$ cat src/rtl/sorted_array_min_priority_queue_macros.svh
// ----------------------------------------------------------------------------
// sorted array priority queue assertion macros
// shared concurrent assertion forms, clocked on clk and idle during reset
// ----------------------------------------------------------------------------
`ifndef SORTED_ARRAY_MIN_PRIORITY_QUEUE_MACROS_SVH
`define SORTED_ARRAY_MIN_PRIORITY_QUEUE_MACROS_SVH

// condition that must hold at every clock edge out of reset
`define SAPQ_ASSERT_ALWAYS(label, cond) \
    label: assert property (@(posedge clk) disable iff (!rst_n) (cond)) \
        else $error("sapq assertion failed");

// same-cycle implication
`define SAPQ_ASSERT_IMPL(label, ante, cons) \
    label: assert property (@(posedge clk) disable iff (!rst_n) (ante) |-> (cons)) \
        else $error("sapq assertion failed");

// next-cycle implication
`define SAPQ_ASSERT_NEXT(label, ante, cons) \
    label: assert property (@(posedge clk) disable iff (!rst_n) (ante) |=> (cons)) \
        else $error("sapq assertion failed");

`endif

$ cat src/rtl/sapq_pkg.sv
// ----------------------------------------------------------------------------
// sapq_pkg
// shared sizes, payload structs and the cell command for the priority queue
// ----------------------------------------------------------------------------
package sapq_pkg;

    // store size and field widths
    localparam int DEPTH      = 64;
    localparam int VALUE_BITS = 32;
    localparam int COUNT_BITS = 7;

    typedef logic [COUNT_BITS-1:0]        count_t;
    typedef logic signed [VALUE_BITS-1:0] value_t;

    // operation codes
    localparam logic ACT_ENQUEUE = 1'b0;
    localparam logic ACT_DEQUEUE = 1'b1;

    // input transfer payload
    typedef struct packed {
        logic   action;
        value_t value;
    } in_t;

    // output transfer payload
    typedef struct packed {
        logic   ok;
        value_t out_value;
        count_t count;
    } out_t;

    // command broadcast to every cell
    typedef struct packed {
        logic   enq;
        logic   deq;
        value_t value;
    } cell_cmd_t;

endpackage

$ cat src/rtl/sapq_cell.sv
// ----------------------------------------------------------------------------
// sapq_cell
// one slot of the sorted chain: compares the broadcast value and takes
// the new value, its lower neighbor's value or its upper neighbor's value
// ----------------------------------------------------------------------------
module sapq_cell (
    input  logic                clk,
    input  sapq_pkg::cell_cmd_t cmd,
    input  logic                occupied,
    input  logic                prev_lt,
    input  sapq_pkg::value_t    prev_data,
    input  sapq_pkg::value_t    next_data,
    output logic                lt,
    output sapq_pkg::value_t    data
);

    sapq_pkg::value_t data_reg;
    sapq_pkg::value_t data_next;

    // cell is occupied and its held value is strictly smaller than the incoming one
    assign lt = occupied && (data_reg < cmd.value);

    // insert: keep if smaller, else take new value or shift up from below
    // remove: shift down from above
    always_comb
    begin
        data_next = data_reg;
        if (cmd.enq && !lt)
        begin
            data_next = prev_lt ? cmd.value : prev_data;
        end
        else if (cmd.deq)
        begin
            data_next = next_data;
        end
    end

    // payload register, no reset
    always_ff @(posedge clk)
    begin
        data_reg <= data_next;
    end

    assign data = data_reg;

endmodule

$ cat config.mk
export PLATFORM = sky130hd
export DESIGN_NAME = sapq_cell
export DESIGN_NICKNAME = d
export VERILOG_FILES = /design/src/rtl/sorted_array_min_priority_queue_macros.svh /design/src/rtl/sapq_pkg.sv /design/src/rtl/sapq_cell.sv
export SDC_FILE = /design/constraint.sdc
export NUM_CORES = 1
export LEC_CHECK = 0
export ABC_AREA = 1
export BUFFER_PORTS_ARGS = -buffer_cell sky130_fd_sc_hd__buf_2
export CAP_MARGIN = 20
export CORE_ASPECT_RATIO = 1.25
export CORE_MARGIN = 2
export CORE_UTILIZATION = 50
export CTS_CLUSTER_DIAMETER = 100
export CTS_CLUSTER_SIZE = 28
export DETAILED_ROUTE_END_ITERATION = 16
export PLACE_DENSITY = 0.87
export SLEW_MARGIN = 20
export SYNTH_ARGS = -nofsm -noshare
export SYNTH_HDL_FRONTEND = slang
export SYNTH_SLANG_ARGS = --single-unit
export TNS_END_PERCENT = 5
$ cat constraint.sdc
create_clock -name clk -period 7.7 [get_ports clk]
set_input_delay 0.77 -clock clk [delete_from_list [all_inputs] [get_ports clk]]
set_output_delay 0.77 -clock clk [all_outputs]
set_load 0.005 [all_outputs]
* Word-level counts from Yosys, hierarchy flattened
Index checks and enable logic that the tools add are counted.
Storage, ports and cells: register bits 32, bits in latches 0, bits in writable memories 0, memory bits (read-only) 0, input bits 101, output and inout bits 33, logic and storage cells 9, memories kept 0
Operators by class: add/subtract/negate cells 0, multipliers 0, div/mod/pow operators 0, order comparisons 1, equality and inequality tests 0, shift-type cells 0, mux-type cells 3, bitwise logic cells 0, reduce and logical (&&, ||, !) cells 4
Operator list (count):
- 32-bit 2-to-1 mux | 3
- 32-bit < comparator | 1
- 1-bit logical AND | 2
- 2-bit nonzero test | 1
- 1-bit logical NOT | 1

* Depth between registers and ports, before layout
word-level depth 5, gate-level depth with buffers 18, depth with buffers taken out 17

* Worst setup path before layout
OpenSTA, ideal clock, no wires.
path kind input-to-reg, start point input cmd[21] in the netlist's numbering, end point register data_reg[0] (netlist: data[0]), enable pin, library setup time 389 ps, arrival 2747 ps, required time 7311 ps, path slack 4564 ps, cell stages on the path 12, path buffers 1, cell sequence inv_1 > ha_1 > a21oi_1 > nor2_1 > nor2_1 > nand3_1 > a21oi_2 > nand3_1 > nand3_4 > nand2_4 > buf_6 > nand2_1
On the way: cells in the longest elaborated chain, start to end 5
Ends and longest elaborated chain:
- start: declaration | RTL line sapq_cell.sv:8 | input sapq_pkg::cell_cmd_t cmd,
- 32-bit < comparator | RTL line sapq_cell.sv:21 | assign lt = occupied && (data_reg < cmd.value);
- 1-bit logical AND | RTL line sapq_cell.sv:21
- 1-bit logical NOT | RTL line sapq_cell.sv:28 | if (cmd.enq && !lt)
- 1-bit logical AND | RTL line sapq_cell.sv:28
- 2-bit nonzero test (no source line)
- end signal: assignment | RTL line sapq_cell.sv:41 | data_reg <= data_next;
- end: declaration | RTL line sapq_cell.sv:17 | sapq_pkg::value_t data_reg;
No other way between the ends. A chain may end at the register's enable or synchronous reset.

* Final worst setup path
start point input cmd[5] in the netlist's numbering, end point output lt
On the way: cells in the longest elaborated chain, start to end 2
Ends and longest elaborated chain:
- 32-bit < comparator | RTL line sapq_cell.sv:21
- 1-bit logical AND | RTL line sapq_cell.sv:21
- end: declaration | RTL line sapq_cell.sv:13 | output logic lt,
No other way between the ends.

==> qor_table.md <==
| Result | Value | Unit |
|:---|:---|:---|
| Iteration count of the initial detailed-routing pass | 4 | - |
| Slew Limit Headroom | 33.5 | % |
| Sequential cell area | 961 | um2 |
| Final standard cell utilization of the core | 66.3 | % |
| Static Leakage | 0.00191 | uW |
| Synth top area share | 36.9 | % |
| Max frequency | 298 | MHz |
| Max Transition Viols Final | 0 | - |
| Instance count of the mapped netlist | 349 | - |
| Ratio of routed vias to standard cells | 5.07 | - |
| Post-route cell area | 0.00334 | mm2 |
| Clock tree from TritonCTS | yes | - |
| Setup repair after global routing missed its margin | no | - |
| Required time at the endpoint of the critical path | 6.93 | ns |
| Core ar. | 0.00504 | mm2 |
| Maximum Capacitance Violations | 0 | - |
| Worst reg2reg path endpoint | data[19] | - |
| Reg2Reg Setup Slack | 4.71 | ns |
| Synthesized area per cell | 7.45 | um2 |
| Sinks on Clock Net | 32 | - |
| Number of routed nets with antenna violations | 0 | - |
| Global-route wire length before repair | 10700 | um |
| Setup-failing EPs final | 0 | - |
| Launching instance or port of the critical path | cmd[5] | - |
| Number of distinct library cell variants in the gate-level netlist after synthesis | 19 | - |
| Critical path startpoint category | input pin | - |
| Gpl congestion | 0.812 | - |
| Number of inserted diodes | 0 | - |
| Count of hold buffers inserted by post-cts repair | 0 | - |
| Maximum number of pins on one net before global-route repair | 64 | - |
| Crit path arrival time | 2.59 | ns |
| Clk pin slew, worst setup/hold paths | 0.07 | ns |
| Number of buffer cells added on primary ports | 133 | - |
| Die Ht | 84.6 | um |
| Buffer count from post-CTS setup fixing | 0 | - |
| Horizontal extent of the die | 68.5 | um |
| Fin cells | 536 | - |
| I/O pin cnt | 134 | - |
| Critical Path Sink Type | output pin | - |
| Number of flip-flops and latches in the synthesized netlist | 32 | - |
| Estimated wirelength of the detail-placed design | 5200 | um |
| Summed negative setup slack over all endpoints | 0 | ns |
| Standard cell area after detailed placement | 0.00326 | mm2 |
| Routed wirelength normalized by instance count | 12.7 | um |
| Cell taking the most area after synthesis | edfxtp_1 | - |
| Status | finished clean | - |
| Number of DRC violations after detailed-routing iteration 0 | 120 | - |
| Num rows | 29 | - |
| Effective utilization at floorplan | 51.6 | % |
| Cell at the root of the clock tree | clkbuf_8 | - |
| Final Critical Period | 3.36 | ns |
| All-Layer GR Usage | 24.0 | % |
| Overall overflow remaining after global route | 0 | - |
| Drt drc | 0 | - |
| Number of global-route vias before repair | 2667 | - |
| Max FFs per register | 32 | - |
| Placed Cells | 528 | - |
| Via Count | 2719 | - |
| Fin crit share | 43.6 | % |
| Maximum buffer depth of the clock tree | 2 | - |
| Top area cells in the synthesized netlist | edfxtp_1 37%, ha_1 15%, nand2_1 14% | - |
| Multi-input gate area in the final layout | 0.00139 | mm2 |
| Post_cts resized | 0 | - |
| Fraction of layout cells with a size suffix above 1 | 30.8 | % |
| Total number of nets in the final design | 605 | - |
| R2R Path Start | data[5] | - |
| Post-route clock skew | 0.0112 | ns |
| Worst min-delay path class | input pin to register | - |
| Synthesized Nets | 481 | - |
| Number of fill cells | 431 | - |
| Transition time at the pin with the least slew margin | 0.997 | ns |
| Power Dens Cells | 174 | mW/mm2 |
| Largest fanout of any net on the critical path | 34 | - |
| Crit path capture | lt | - |
| Area added between synthesis and finish | 28.6 | % |
| Category of the critical setup timing path | input pin to output pin | - |
| Most frequent standard cell in the layout excluding fill and tap cells | buf_2 | - |
| Most used cells in the layout excluding fill and tap cells | 133 x buf_2, 96 x nand2_1, 45 x a21oi_1 | - |
| Clock latency reported for the late side of the worst-skew pair | 0.29 | ns |
| Mapped cell area | 0.00260 | mm2 |
| Die area | 0.00580 | mm2 |
| Number of synthesis warnings | 0 | - |
| Antenna violations before repair | 0 | - |
| Final hold violation count | 0 | - |
| Sequential cell area fraction in the yosys report | 36.9 | % |
| Number of buffers added by the clock tree synthesis step | 5 | - |
| H-tree lvl count | 2 | - |
| Register-to-Register Path Depth | 13 | - |
| Final WL | 6820 | um |
| VDD IR-drop max | 129 | uV |
==> where the power goes <==
group          internal, uW  switching (uW)  total [uW]  leakage, uW
clock                  61.3            63.4         125    0.0000453
sequential              230            17.2         248     0.000326
combinational          89.8             119         209      0.00153
==> through the flow <==
step,setup WS [ns],hold WS (ns),power [uW]
floorplan,4.56,0.919,380
global placement,4.31,1.04,452
detailed placement,4.18,1.04,461
CTS,4.35,0.741,586
global route,4.20,0.750,628
finish,4.34,0.746,582
==> worst min-delay path by stage <==
stage	startpoint	endpoint	slack, ns	depth (start not counted)
global placement	next_data[19]	data[19]	1.04	3
finish	next_data[2]	data[2]	0.75	3
global route	next_data[7]	data[7]	0.75	3
CTS	next_data[16]	data[16]	0.74	3
detailed placement	next_data[16]	data[16]	1.04	3
floorplan	data[31]	data[0]	0.92	5
==> synth_stat cells <==
master and n:
nand2_1 96, a21oi_1 45, inv_1 42, nor2_1 39
nand3_1 35, edfxtp_1 32, ha_1 31, clkbuf_1 11
o21ai_0 4, buf_2 3, buf_6 3, a21oi_2 1
mux2_2 1, nand2_4 1, nand3_4 1, nand4_1 1
nor3_1 1, nor3_2 1, o21a_1 1
==> final cells by class <==
class                           count  share of cell area [%]
Clock buffer                        5                    2.06
Clock inverter                      3                   0.412
Inverter                           42                    4.71
Multi-Input combinational cell    258                    41.6
Sequential cell                    32                    28.7
Tap cell                           62                    2.32
Timing Repair Buffer              134                    20.1
==> cells by family (layout without fill, tap and decap cells) <==
kind of cell | count (synthesis) | count (layout) | synth area share [%]
and+or+nand+nor | 175 | 175 | 28.1
buffers and inverters | 59 | 184 | 9.52
AOI/OAI and AO/OA | 51 | 51 | 10.1
DFF | 32 | 32 | 36.9
adders and majority gates | 31 | 31 | 14.9
muxes | 1 | 1 | 0.433
==> metal layers <==
| layer | wire (um) | track usage, % | part of all wire [%] |
|---|---|---|---|
| met5 | 0 | 0 | 0 |
| met4 | 177 | 10.2 | 2.6 |
| met3 | 483 | 5.36 | 7.1 |
| met2 | 3600 | 44.0 | 53 |
| met1 | 2560 | 25.0 | 38 |
==> worst max-delay path: stages <==
cell and delay (ns):
buf_2 0.07, inv_1 0.04, ha_1 0.31, a21oi_1 0.18
nor2_1 0.08, nor3_2 0.10, nand2_1 0.08, nand2_1 0.06
nand2_1 0.05, nand2_1 0.08, nand2_1 0.06, nand2_1 0.10
nand3_4 0.32, inv_1 0.16, buf_2 0.13
No activity file was read; power rests on OpenSTA's default activity.
